File: src/design/pcfs_pkg.sv
// Shared types and constants for the point cloud frame statistics block.
// No dependencies; every other design file imports this package.
`timescale 1ns / 1ps

package pcfs_pkg;

  // Default coordinate width of the point inputs
  localparam int unsigned COORD_BITS_DEF = 16;

  // Azimuth sectors of 30 degrees each
  localparam int unsigned NUM_SECTORS = 12;

  // Frame snapshots held between the front and the back
  localparam int unsigned QUEUE_DEPTH = 2;

  // One result bit per square root iteration
  localparam int unsigned ROOT_STEPS = 16;

  // Frame clear values
  localparam logic signed [15:0] Z_LOW_CLEAR  = 16'sh7FFF;
  localparam logic signed [15:0] Z_HIGH_CLEAR = 16'sh8000;
  localparam logic [31:0]        RSQ_LOW_CLEAR  = 32'hFFFF_FFFF;
  localparam logic [31:0]        RSQ_HIGH_CLEAR = 32'h0000_0000;
  localparam logic [15:0]        COUNT_MAX      = 16'hFFFF;

  // Statistics of one finished frame, squared ranges not yet rooted
  typedef struct packed {
    logic [15:0]            point_count;
    logic signed [15:0]     z_min;
    logic signed [15:0]     z_max;
    logic [31:0]            rsq_min;
    logic [31:0]            rsq_max;
    logic [NUM_SECTORS-1:0] sector_mask;
    logic [31:0]            frame_number;
  } frame_stats_t;

  // Queue status seen by the back
  typedef struct packed {
    logic full;
    logic empty;
  } queue_status_t;

  // Back sequencer states
  typedef enum logic [1:0] {
    BackIdle,
    BackRoot,
    BackHold
  } back_state_e;

endpackage

File: src/design/pcfs_isqrt.sv
// Iterative floor square root of a 32-bit value, one result bit per cycle.
// Depends on pcfs_pkg for the step count.
`timescale 1ns / 1ps

module pcfs_isqrt
  import pcfs_pkg::*;
(
  input  logic        clk_i,
  input  logic        rst_ni,
  input  logic        start_i,
  input  logic [31:0] radicand_i,
  output logic        done_o,
  output logic [15:0] root_o
);

  localparam int unsigned STEP_W = $clog2(ROOT_STEPS);

  logic [31:0]       rad_q, rad_d;
  logic [17:0]       rem_q, rem_d;
  logic [15:0]       root_q, root_d;
  logic [STEP_W-1:0] step_q, step_d;
  logic              busy_q, busy_d;

  logic [19:0] rem_try;
  logic [19:0] trial;
  logic [19:0] rem_sub;

  // One digit step: bring down two radicand bits, try appending a one
  always_comb begin
    rem_try = {rem_q, rad_q[31:30]};
    trial   = {2'b00, root_q, 2'b01};
    rem_sub = rem_try - trial;
  end

  always_comb begin
    rad_d  = rad_q;
    rem_d  = rem_q;
    root_d = root_q;
    step_d = step_q;
    busy_d = busy_q;
    if (start_i) begin
      rad_d  = radicand_i;
      rem_d  = '0;
      root_d = '0;
      step_d = '0;
      busy_d = 1'b1;
    end else if (busy_q) begin
      rad_d = {rad_q[29:0], 2'b00};
      if (rem_try >= trial) begin
        rem_d  = rem_sub[17:0];
        root_d = {root_q[14:0], 1'b1};
      end else begin
        rem_d  = rem_try[17:0];
        root_d = {root_q[14:0], 1'b0};
      end
      step_d = step_q + 1'b1;
      if (step_q == STEP_W'(ROOT_STEPS - 1)) begin
        busy_d = 1'b0;
      end
    end
  end

  // Control state
  always_ff @(posedge clk_i or negedge rst_ni) begin
    if (!rst_ni) begin
      busy_q <= 1'b0;
      step_q <= '0;
    end else begin
      busy_q <= busy_d;
      step_q <= step_d;
    end
  end

  // Datapath
  always_ff @(posedge clk_i) begin
    rad_q  <= rad_d;
    rem_q  <= rem_d;
    root_q <= root_d;
  end

  assign done_o = !busy_q;
  assign root_o = root_q;

endmodule

File: src/design/pcfs_front.sv
// Front of the frame statistics block: accepts points, squares and classifies
// them in a short pipeline and folds them into the frame accumulators.
// Depends on pcfs_pkg; pushes finished frames into pcfs_queue.
`timescale 1ns / 1ps

module pcfs_front
  import pcfs_pkg::*;
#(
  parameter int unsigned COORD_BITS = COORD_BITS_DEF
) (
  input  logic                         clk_i,
  input  logic                         rst_ni,
  input  logic                         in_valid_i,
  output logic                         in_stall_o,
  input  logic signed [COORD_BITS-1:0] x_mm_i,
  input  logic signed [COORD_BITS-1:0] y_mm_i,
  input  logic signed [COORD_BITS-1:0] z_mm_i,
  input  logic                         frame_last_i,
  input  queue_status_t                queue_status_i,
  output logic                         push_o,
  output frame_stats_t                 push_data_o
);

  localparam int unsigned CB  = COORD_BITS;
  localparam int unsigned PW  = 2 * CB;
  localparam int unsigned TW  = 2 * CB + 2;
  localparam int unsigned SW  = (TW > 33) ? TW : 33;
  localparam int unsigned ZW  = (CB > 16) ? CB : 17;

  logic adv;

  // Stage 1: captured point and its quadrant
  logic                 s1_valid_q;
  logic signed [CB-1:0] s1_x_q, s1_y_q, s1_z_q;
  logic                 s1_last_q;
  logic [1:0]           s1_quad_q;
  logic                 s1_origin_q;
  logic [1:0]           quad_d;

  // Stage 2: squares and saturated z
  logic                 s2_valid_q;
  logic [PW-1:0]        s2_xx_q, s2_yy_q, s2_zz_q;
  logic signed [15:0]   s2_z_q;
  logic                 s2_last_q;
  logic [1:0]           s2_quad_q;
  logic                 s2_origin_q;

  // Stage 3: squared range and sector mark
  logic                   s3_valid_q;
  logic [31:0]            s3_rsq_q;
  logic signed [15:0]     s3_z_q;
  logic [NUM_SECTORS-1:0] s3_mark_q;
  logic                   s3_last_q;

  // Frame accumulators
  logic signed [15:0]     z_low_q, z_low_d;
  logic signed [15:0]     z_high_q, z_high_d;
  logic [31:0]            rsq_low_q, rsq_low_d;
  logic [31:0]            rsq_high_q, rsq_high_d;
  logic [NUM_SECTORS-1:0] marks_q, marks_d;
  logic [15:0]            tally_q, tally_d;
  logic [31:0]            frame_q, frame_d;

  // Whole pipeline holds while a frame end waits for queue space
  assign adv        = !(s3_valid_q && s3_last_q && queue_status_i.full);
  assign in_stall_o = !adv;

  // Quadrant from the signs; quadrant boundaries go to the next quadrant counterclockwise
  always_comb begin
    if (x_mm_i > 0 && y_mm_i >= 0) begin
      quad_d = 2'd0;
    end else if (x_mm_i <= 0 && y_mm_i > 0) begin
      quad_d = 2'd1;
    end else if (x_mm_i < 0 && y_mm_i <= 0) begin
      quad_d = 2'd2;
    end else begin
      quad_d = 2'd3;
    end
  end

  // Stage 2 arithmetic
  logic signed [PW-1:0] x_ext, y_ext, z_ext;
  logic signed [ZW-1:0] z_wide;
  logic signed [15:0]   z_sat;

  always_comb begin
    x_ext  = PW'(s1_x_q);
    y_ext  = PW'(s1_y_q);
    z_ext  = PW'(s1_z_q);
    z_wide = ZW'(s1_z_q);
    if (z_wide > $signed(ZW'(32767))) begin
      z_sat = 16'sh7FFF;
    end else if (z_wide < -$signed(ZW'(32768))) begin
      z_sat = 16'sh8000;
    end else begin
      z_sat = 16'(z_wide);
    end
  end

  // Stage 3 arithmetic: range sum with saturation, sector compares
  logic [SW-1:0]          rsq_sum;
  logic [31:0]            rsq_sat;
  logic [TW-1:0]          uu, vv, uu3, vv3;
  logic [1:0]             sec_off;
  logic [3:0]             sec_idx;
  logic [NUM_SECTORS-1:0] mark_d;

  always_comb begin
    rsq_sum = SW'(s2_xx_q) + SW'(s2_yy_q) + SW'(s2_zz_q);
    rsq_sat = (|rsq_sum[SW-1:32]) ? 32'hFFFF_FFFF : rsq_sum[31:0];

    // Odd quadrants swap the roles of x and y after rotation
    uu  = s2_quad_q[0] ? TW'(s2_yy_q) : TW'(s2_xx_q);
    vv  = s2_quad_q[0] ? TW'(s2_xx_q) : TW'(s2_yy_q);
    uu3 = (uu << 1) + uu;
    vv3 = (vv << 1) + vv;
    if (vv >= uu3) begin
      sec_off = 2'd2;
    end else if (vv3 >= uu) begin
      sec_off = 2'd1;
    end else begin
      sec_off = 2'd0;
    end
    sec_idx = ({2'b00, s2_quad_q} << 1) + {2'b00, s2_quad_q} + {2'b00, sec_off};
    // Origin in the plane counts as azimuth zero
    if (s2_origin_q) begin
      mark_d = NUM_SECTORS'(1);
    end else begin
      mark_d = NUM_SECTORS'(1) << sec_idx;
    end
  end

  // Accumulator update and frame end
  logic fold;
  logic frame_end;

  always_comb begin
    fold      = s3_valid_q && adv;
    frame_end = fold && s3_last_q;

    z_low_d    = (s3_z_q < z_low_q)    ? s3_z_q   : z_low_q;
    z_high_d   = (s3_z_q > z_high_q)   ? s3_z_q   : z_high_q;
    rsq_low_d  = (s3_rsq_q < rsq_low_q)  ? s3_rsq_q : rsq_low_q;
    rsq_high_d = (s3_rsq_q > rsq_high_q) ? s3_rsq_q : rsq_high_q;
    marks_d    = marks_q | s3_mark_q;
    tally_d    = (tally_q == COUNT_MAX) ? tally_q : tally_q + 16'd1;
    frame_d    = frame_q + 32'd1;

    push_o                   = frame_end;
    push_data_o.point_count  = tally_d;
    push_data_o.z_min        = z_low_d;
    push_data_o.z_max        = z_high_d;
    push_data_o.rsq_min      = rsq_low_d;
    push_data_o.rsq_max      = rsq_high_d;
    push_data_o.sector_mask  = marks_d;
    push_data_o.frame_number = frame_d;
  end

  // Pipeline valids
  always_ff @(posedge clk_i or negedge rst_ni) begin
    if (!rst_ni) begin
      s1_valid_q <= 1'b0;
      s2_valid_q <= 1'b0;
      s3_valid_q <= 1'b0;
    end else if (adv) begin
      s1_valid_q <= in_valid_i;
      s2_valid_q <= s1_valid_q;
      s3_valid_q <= s2_valid_q;
    end
  end

  // Pipeline payload
  always_ff @(posedge clk_i) begin
    if (adv) begin
      s1_x_q      <= x_mm_i;
      s1_y_q      <= y_mm_i;
      s1_z_q      <= z_mm_i;
      s1_last_q   <= frame_last_i;
      s1_quad_q   <= quad_d;
      s1_origin_q <= (x_mm_i == '0) && (y_mm_i == '0);

      s2_xx_q     <= $unsigned(x_ext * x_ext);
      s2_yy_q     <= $unsigned(y_ext * y_ext);
      s2_zz_q     <= $unsigned(z_ext * z_ext);
      s2_z_q      <= z_sat;
      s2_last_q   <= s1_last_q;
      s2_quad_q   <= s1_quad_q;
      s2_origin_q <= s1_origin_q;

      s3_rsq_q    <= rsq_sat;
      s3_z_q      <= s2_z_q;
      s3_mark_q   <= mark_d;
      s3_last_q   <= s2_last_q;
    end
  end

  // Frame accumulators, cleared after each frame end; the frame counter advances instead
  always_ff @(posedge clk_i or negedge rst_ni) begin
    if (!rst_ni) begin
      z_low_q    <= Z_LOW_CLEAR;
      z_high_q   <= Z_HIGH_CLEAR;
      rsq_low_q  <= RSQ_LOW_CLEAR;
      rsq_high_q <= RSQ_HIGH_CLEAR;
      marks_q    <= '0;
      tally_q    <= '0;
      frame_q    <= '0;
    end else if (frame_end) begin
      z_low_q    <= Z_LOW_CLEAR;
      z_high_q   <= Z_HIGH_CLEAR;
      rsq_low_q  <= RSQ_LOW_CLEAR;
      rsq_high_q <= RSQ_HIGH_CLEAR;
      marks_q    <= '0;
      tally_q    <= '0;
      frame_q    <= frame_d;
    end else if (fold) begin
      z_low_q    <= z_low_d;
      z_high_q   <= z_high_d;
      rsq_low_q  <= rsq_low_d;
      rsq_high_q <= rsq_high_d;
      marks_q    <= marks_d;
      tally_q    <= tally_d;
    end
  end

endmodule

File: src/design/pcfs_queue.sv
// Short queue of finished frame snapshots between the front and the back.
// Depends on pcfs_pkg for the snapshot type and depth.
`timescale 1ns / 1ps

module pcfs_queue
  import pcfs_pkg::*;
(
  input  logic          clk_i,
  input  logic          rst_ni,
  input  logic          push_i,
  input  frame_stats_t  push_data_i,
  input  logic          pop_i,
  output queue_status_t status_o,
  output frame_stats_t  head_o
);

  localparam int unsigned PTR_W = (QUEUE_DEPTH > 1) ? $clog2(QUEUE_DEPTH) : 1;
  localparam int unsigned CNT_W = $clog2(QUEUE_DEPTH + 1);

  frame_stats_t     mem [QUEUE_DEPTH];
  logic [PTR_W-1:0] wr_ptr_q, rd_ptr_q;
  logic [CNT_W-1:0] count_q;
  logic             do_push, do_pop;

  assign status_o.full  = (count_q == CNT_W'(QUEUE_DEPTH));
  assign status_o.empty = (count_q == '0);
  assign do_push        = push_i && !status_o.full;
  assign do_pop         = pop_i && !status_o.empty;
  assign head_o         = mem[rd_ptr_q];

  // Storage
  always_ff @(posedge clk_i) begin
    if (do_push) begin
      mem[wr_ptr_q] <= push_data_i;
    end
  end

  // Pointers and fill count
  always_ff @(posedge clk_i or negedge rst_ni) begin
    if (!rst_ni) begin
      wr_ptr_q <= '0;
      rd_ptr_q <= '0;
      count_q  <= '0;
    end else begin
      if (do_push) begin
        wr_ptr_q <= (wr_ptr_q == PTR_W'(QUEUE_DEPTH - 1)) ? '0 : wr_ptr_q + 1'b1;
      end
      if (do_pop) begin
        rd_ptr_q <= (rd_ptr_q == PTR_W'(QUEUE_DEPTH - 1)) ? '0 : rd_ptr_q + 1'b1;
      end
      if (do_push && !do_pop) begin
        count_q <= count_q + 1'b1;
      end else if (do_pop && !do_push) begin
        count_q <= count_q - 1'b1;
      end
    end
  end

endmodule

File: src/design/pcfs_back.sv
// Back of the frame statistics block: takes frame snapshots from the queue,
// roots the range bounds, counts sectors and holds the result for the receiver.
// Depends on pcfs_pkg and pcfs_isqrt.
`timescale 1ns / 1ps

module pcfs_back
  import pcfs_pkg::*;
(
  input  logic                   clk_i,
  input  logic                   rst_ni,
  input  queue_status_t          queue_status_i,
  input  frame_stats_t           head_i,
  output logic                   pop_o,
  output logic                   out_valid_o,
  input  logic                   out_stall_i,
  output logic [15:0]            point_count_o,
  output logic signed [15:0]     z_min_o,
  output logic signed [15:0]     z_max_o,
  output logic [15:0]            range_min_o,
  output logic [15:0]            range_max_o,
  output logic [NUM_SECTORS-1:0] sector_mask_o,
  output logic [3:0]             sectors_covered_o,
  output logic [31:0]            frame_number_o
);

  function automatic logic [3:0] count_ones(input logic [NUM_SECTORS-1:0] m);
    logic [3:0] c;
    c = '0;
    for (int k = 0; k < NUM_SECTORS; k++) begin
      c = c + {3'b000, m[k]};
    end
    return c;
  endfunction

  back_state_e state_q, state_d;
  logic        start;
  logic        min_done, max_done;

  // Result registers
  logic [15:0]            count_q;
  logic signed [15:0]     z_min_q, z_max_q;
  logic [NUM_SECTORS-1:0] mask_q;
  logic [3:0]             covered_q;
  logic [31:0]            frame_q;

  pcfs_isqrt u_root_min (
    .clk_i      (clk_i),
    .rst_ni     (rst_ni),
    .start_i    (start),
    .radicand_i (head_i.rsq_min),
    .done_o     (min_done),
    .root_o     (range_min_o)
  );

  pcfs_isqrt u_root_max (
    .clk_i      (clk_i),
    .rst_ni     (rst_ni),
    .start_i    (start),
    .radicand_i (head_i.rsq_max),
    .done_o     (max_done),
    .root_o     (range_max_o)
  );

  // Next state
  always_comb begin
    state_d = state_q;
    case (state_q)
      BackIdle: begin
        if (!queue_status_i.empty) begin
          state_d = BackRoot;
        end
      end
      BackRoot: begin
        if (min_done && max_done) begin
          state_d = BackHold;
        end
      end
      BackHold: begin
        if (!out_stall_i) begin
          state_d = BackIdle;
        end
      end
      default: begin
        state_d = BackIdle;
      end
    endcase
  end

  // Outputs of the sequencer
  always_comb begin
    pop_o       = 1'b0;
    start       = 1'b0;
    out_valid_o = 1'b0;
    case (state_q)
      BackIdle: begin
        pop_o = !queue_status_i.empty;
        start = !queue_status_i.empty;
      end
      BackHold: begin
        out_valid_o = 1'b1;
      end
      default: begin
        pop_o = 1'b0;
      end
    endcase
  end

  always_ff @(posedge clk_i or negedge rst_ni) begin
    if (!rst_ni) begin
      state_q <= BackIdle;
    end else begin
      state_q <= state_d;
    end
  end

  // Capture the snapshot fields that need no rooting
  always_ff @(posedge clk_i) begin
    if (pop_o) begin
      count_q   <= head_i.point_count;
      z_min_q   <= head_i.z_min;
      z_max_q   <= head_i.z_max;
      mask_q    <= head_i.sector_mask;
      covered_q <= count_ones(head_i.sector_mask);
      frame_q   <= head_i.frame_number;
    end
  end

  assign point_count_o     = count_q;
  assign z_min_o           = z_min_q;
  assign z_max_o           = z_max_q;
  assign sector_mask_o     = mask_q;
  assign sectors_covered_o = covered_q;
  assign frame_number_o    = frame_q;

endmodule

File: src/design/point_cloud_frame_statistics.sv
// Per-frame statistics over a stream of lidar points.
// Usage: points enter on the input channel (in_valid_i / in_stall_o), one per
// cycle while in_stall_o is low; frame_last_i marks the final point of a frame,
// which is part of that frame. Only the final point of a frame causes a result.
// Results leave on the output channel (out_valid_o / out_stall_i): point count,
// z bounds, floor square roots of the squared range bounds, sector mask, sector
// count and frame number starting at 1.
// A frame's last point passes the stage 1, 2 and 3 registers before it reaches
// the accumulators; the result then waits on the two 16-step square root units
// in the back, which run once per frame. Points are taken one per cycle while
// in_stall_o is low. The back works on one frame at a time and pops the next
// only after the receiver takes the result; two finished frames can wait in the
// queue, and only when it is full does a frame end hold the input (in_stall_o).
// Stalling the output holds the result and its fields unchanged.
// Reset clears all frame statistics and the frame counter; no clearing pass.
// Depends on pcfs_pkg, pcfs_front, pcfs_queue, pcfs_back and pcfs_isqrt.
`timescale 1ns / 1ps

module point_cloud_frame_statistics
  import pcfs_pkg::*;
#(
  parameter int unsigned COORD_BITS = COORD_BITS_DEF
) (
  input  logic                         clk_i,
  input  logic                         rst_ni,
  input  logic                         in_valid_i,
  output logic                         in_stall_o,
  input  logic signed [COORD_BITS-1:0] x_mm_i,
  input  logic signed [COORD_BITS-1:0] y_mm_i,
  input  logic signed [COORD_BITS-1:0] z_mm_i,
  input  logic                         frame_last_i,
  output logic                         out_valid_o,
  input  logic                         out_stall_i,
  output logic [15:0]                  point_count_o,
  output logic signed [15:0]           z_min_o,
  output logic signed [15:0]           z_max_o,
  output logic [15:0]                  range_min_o,
  output logic [15:0]                  range_max_o,
  output logic [NUM_SECTORS-1:0]       sector_mask_o,
  output logic [3:0]                   sectors_covered_o,
  output logic [31:0]                  frame_number_o
);

  logic          push;
  frame_stats_t  push_data;
  logic          pop;
  queue_status_t queue_status;
  frame_stats_t  head;

  pcfs_front #(
    .COORD_BITS (COORD_BITS)
  ) u_front (
    .clk_i          (clk_i),
    .rst_ni         (rst_ni),
    .in_valid_i     (in_valid_i),
    .in_stall_o     (in_stall_o),
    .x_mm_i         (x_mm_i),
    .y_mm_i         (y_mm_i),
    .z_mm_i         (z_mm_i),
    .frame_last_i   (frame_last_i),
    .queue_status_i (queue_status),
    .push_o         (push),
    .push_data_o    (push_data)
  );

  pcfs_queue u_queue (
    .clk_i       (clk_i),
    .rst_ni      (rst_ni),
    .push_i      (push),
    .push_data_i (push_data),
    .pop_i       (pop),
    .status_o    (queue_status),
    .head_o      (head)
  );

  pcfs_back u_back (
    .clk_i             (clk_i),
    .rst_ni            (rst_ni),
    .queue_status_i    (queue_status),
    .head_i            (head),
    .pop_o             (pop),
    .out_valid_o       (out_valid_o),
    .out_stall_i       (out_stall_i),
    .point_count_o     (point_count_o),
    .z_min_o           (z_min_o),
    .z_max_o           (z_max_o),
    .range_min_o       (range_min_o),
    .range_max_o       (range_max_o),
    .sector_mask_o     (sector_mask_o),
    .sectors_covered_o (sectors_covered_o),
    .frame_number_o    (frame_number_o)
  );

endmodule
File: config.mk
export PLATFORM = sky130hd
export DESIGN_NAME = point_cloud_frame_statistics
export DESIGN_NICKNAME = d
export VERILOG_FILES = /design/src/design/pcfs_pkg.sv /design/src/design/pcfs_isqrt.sv /design/src/design/pcfs_front.sv /design/src/design/pcfs_queue.sv /design/src/design/pcfs_back.sv /design/src/design/point_cloud_frame_statistics.sv
export SDC_FILE = /design/constraint.sdc
export NUM_CORES = 2
export LEC_CHECK = 0
export BUFFER_PORTS_ARGS = -buffer_cell sky130_fd_sc_hd__clkbuf_2
export CAP_MARGIN = 20
export CELL_PAD_IN_SITES_DETAIL_PLACEMENT = 0
export CELL_PAD_IN_SITES_GLOBAL_PLACEMENT = 2
export CORE_MARGIN = 2
export CORE_UTILIZATION = 44
export DETAILED_ROUTE_END_ITERATION = 12
export GPL_ROUTABILITY_DRIVEN = 1
export PLACE_DENSITY = 0.81
export SYNTH_ARGS = -nofsm -noshare
export SYNTH_HDL_FRONTEND = slang
export SYNTH_SLANG_ARGS = --single-unit
export TNS_END_PERCENT = 30
File: constraint.sdc
create_clock -name clk_i -period 11.15 [get_ports clk_i]
set_input_delay 1.115 -clock clk_i [delete_from_list [all_inputs] [get_ports clk_i]]
set_output_delay 1.115 -clock clk_i [all_outputs]
set_load 0.03 [all_outputs]
==> impl_metrics.ini <==
[critical_path]
startpoint = u_front.s2_quad_q[0]$_DFFE_PN_
arrival_ns = 8.91
reg2reg_from = u_front.s2_quad_q[0]$_DFFE_PN_
worst-setup-path-type = reg -> reg
critPathCaptureType = flop
worstPathRequired_ns = 11.73
cp-start-kind = flop
cp_max_fo = 57

[final_layout]
layout-drive-gt1-share_pct = 8.721
diodes = 0
final_common_cell = inv_1
syn_to_final_growth_pct = 9.452
final_area_um2 = 81380
nets = 8418
fin_util_pct = 48.61
layout_common_cells = 1238 x inv_1, 736 x fa_1, 698 x edfxtp_1
multi_input_area_um2 = 42140
seqCellArea_um2 = 26770
nFillCells = 15440

[synthesis]
ys_seq_area_share_pct = 35.99
syn_area_um2 = 74350
synth_edf_count = 698
ys.flop_type = edfxtp_1
postSynthNetCount = 8314
syn_inst = 6948
synth_seq_cells = 941
async_flop_share_pct = 18.60
synth.distinct_cells = 89
ys.warnings.count = 0
postSynthAreaPerCell_um2 = 10.70

[drt]
num_vias = 48290
drc_errors = 0
first_iter_violations = 2510
viasPerCell = 5.166
wirelength_um = 166300
wl_per_cell_um = 17.79
drtPass1Iterations = 5
ant_nets = 0

[job]
drv_cap = 0

[floorplanning]
rows = 150
initial_core_util_pct = 44.41
die_y_um = 415.1
io_pins = 183
core_area_um2 = 167400
die_w_um = 415.1
dieArea_um2 = 172300

[timing]
min_period_ns = 8.329
fin_ws_ns = 2.821
max_freq_mhz = 120.1
fin_crit_sh_pct = 74.70
report.final.slew_viol_count = 0
timing_hold_violations_final = 0
fin_skew_ns = 0.05321
report.final.setup_viol = 0
slew_headroom_pct = 32.10
final.setup.tns_ns = 0
rsz0062_at_grt = false
worstMarginPinSlew_ns = 1.019

[place]
pre_cts_ws_ns = 2.899
dp_hpwl_um = 125100
numPortBuffers = 182
place_congestion = 0.8612
placed_cell_area_um2 = 77610

[clock_tree]
root_buffer = clkbuf_16
hold_buffers = 0
cts_buffers = 106
cts_tree = built
clock_path_buffers = 3
clkSlewWorstSetupHoldPaths_ns = 0.06
clkSinkCount = 941
post_cts_buffers = 0
worst_skew_pair.late_latency_ns = 0.75
htree_num_levels = 3
ctsResizeCount = 0

[global_route]
grt_first_pass_wirelength_um = 272000
first_global_vias = 50480
grt_max_degree = 136
grt_usage_pct = 19.61
grt_overflow = 0
antenna_found_initial = 0

[status]
status = complete, no violations

[hold_path]
min_path_type = in -> async
## critical path, stage by stage, from the launching register on
cell,delay [ns]
edfxtp_1,0.56
buf_4,0.72
mux2i_1,0.32
inv_1,0.09
ha_1,0.35
o21ai_0,0.11
o21bai_1,0.19
o311ai_1,0.15
o2bb2ai_1,0.23
o41a_1,0.47
o31ai_1,0.52
and3_1,0.30
nor2_1,0.09
xor2_1,0.16
ha_1,0.31
nand4_1,0.11
nor3_1,0.24
and2_1,0.21
a211oi_1,0.08
or4_1,0.51
nor4_1,0.39
inv_1,0.23
fa_1,0.54
inv_1,0.04
ha_1,0.19
fa_1,0.46
or3_1,0.43
nor3_1,0.15
## final timing paths
check	to	cells past startpoint	slack (ns)
max	u_front.s3_mark_q[2]$_SDFFCE_PP0N_	27	2.82
min	u_front.z_high_q[9]$_DFFE_PN0P_	1	0.39
max reg2reg	u_front.s3_mark_q[2]$_SDFFCE_PP0N_	27	2.82
min reg2reg	u_front.s3_z_q[7]$_DFFE_PN_	0	0.40
max in group asynchronous	u_queue.rd_ptr_q$_DFFE_PN0P_	3	8.59
min in group clk_i	u_front.s3_z_q[7]$_DFFE_PN_	0	0.40
## stage by stage
step	std cells	hold slack, ns
2_1_floorplan	6948	0.4003
3_5_place_dp	9148	0.4063
3_3_place_gp	9148	0.4001
4_1_cts	9348	0.3619
5_1_grt	9348	0.3918
6_report	9348	0.3903
## synthesized netlist by cell type, drive strengths merged (53+ instances only)
| library cell | n | share of area [%] |
|---|---|---|
| a21o | 153 | 1.5 |
| a21oi | 261 | 1.8 |
| and2 | 147 | 1.2 |
| clkbuf | 204 | 1.0 |
| dfrtp | 127 | 4.3 |
| dfxtp | 68 | 1.8 |
| edfxtp | 698 | 28 |
| fa | 736 | 20 |
| ha | 577 | 9.7 |
| inv | 1240 | 6.3 |
| mux2 | 132 | 2.0 |
| mux2i | 145 | 2.0 |
| nand2 | 570 | 2.9 |
| nand2b | 53 | 0.45 |
| nand3 | 63 | 0.42 |
| nor2 | 353 | 1.8 |
| o21ai | 308 | 2.1 |
| xnor2 | 213 | 2.5 |
| xor2 | 122 | 1.4 |
## flip-flops by register name, indices dropped and copies added (netlist names), 18 cells and up
register,flops
u_front.s3_rsq_q,32
u_back.u_root_max.rem_q,18
u_front.rsq_high_q,32
u_front.s2_yy_q,31
u_back.u_root_min.rad_q,32
u_front.frame_q,32
u_back.u_root_min.rem_q,18
u_back.frame_number_o,32
u_front.s2_xx_q,31
u_front.rsq_low_q,32
u_queue.mem,312
u_back.u_root_max.rad_q,32
u_front.s2_zz_q,31
## cells by family (layout without fill, tap and decap cells)
kind of cell    Yosys count  count (layout)  share of synthesized area (%)
mux                     277             277                          3.951
simple gates           1471            1471                          9.171
xor+xnor                335             335                          3.946
fa+ha+maj              1313            1313                          29.53
flops                   941             941                          35.99
compound gates         1140            1140                          9.981
buf+inv                1471            1667                          7.433
## layer usage
metal | vias up | GRT usage, % | part of all wire [%] | routed length (um)
met2 | 663 | 33.75 | 49 | 81840
met3 | 229 | 2.523 | 3.4 | 5612
met1 | 23990 | 25.92 | 45 | 74400
met5 | - | 0 | 0 | 0
met4 | 0 | 5.592 | 2.7 | 4421
li1 | 23410 | - | - | -
## layout make-up
cell class,instances,share of cell area (%)
tap,2204,3.389
clock inverter,57,1.029
multi-input combinational,4536,51.79
clock buffer,143,3.604
sequential,941,32.89
timing repair buffer,227,1.576
inverter,1240,5.726
Power is left out: the tool's default activity adds up to more than one toggle a clock period on the data nets, which glitch-free logic cannot reach.
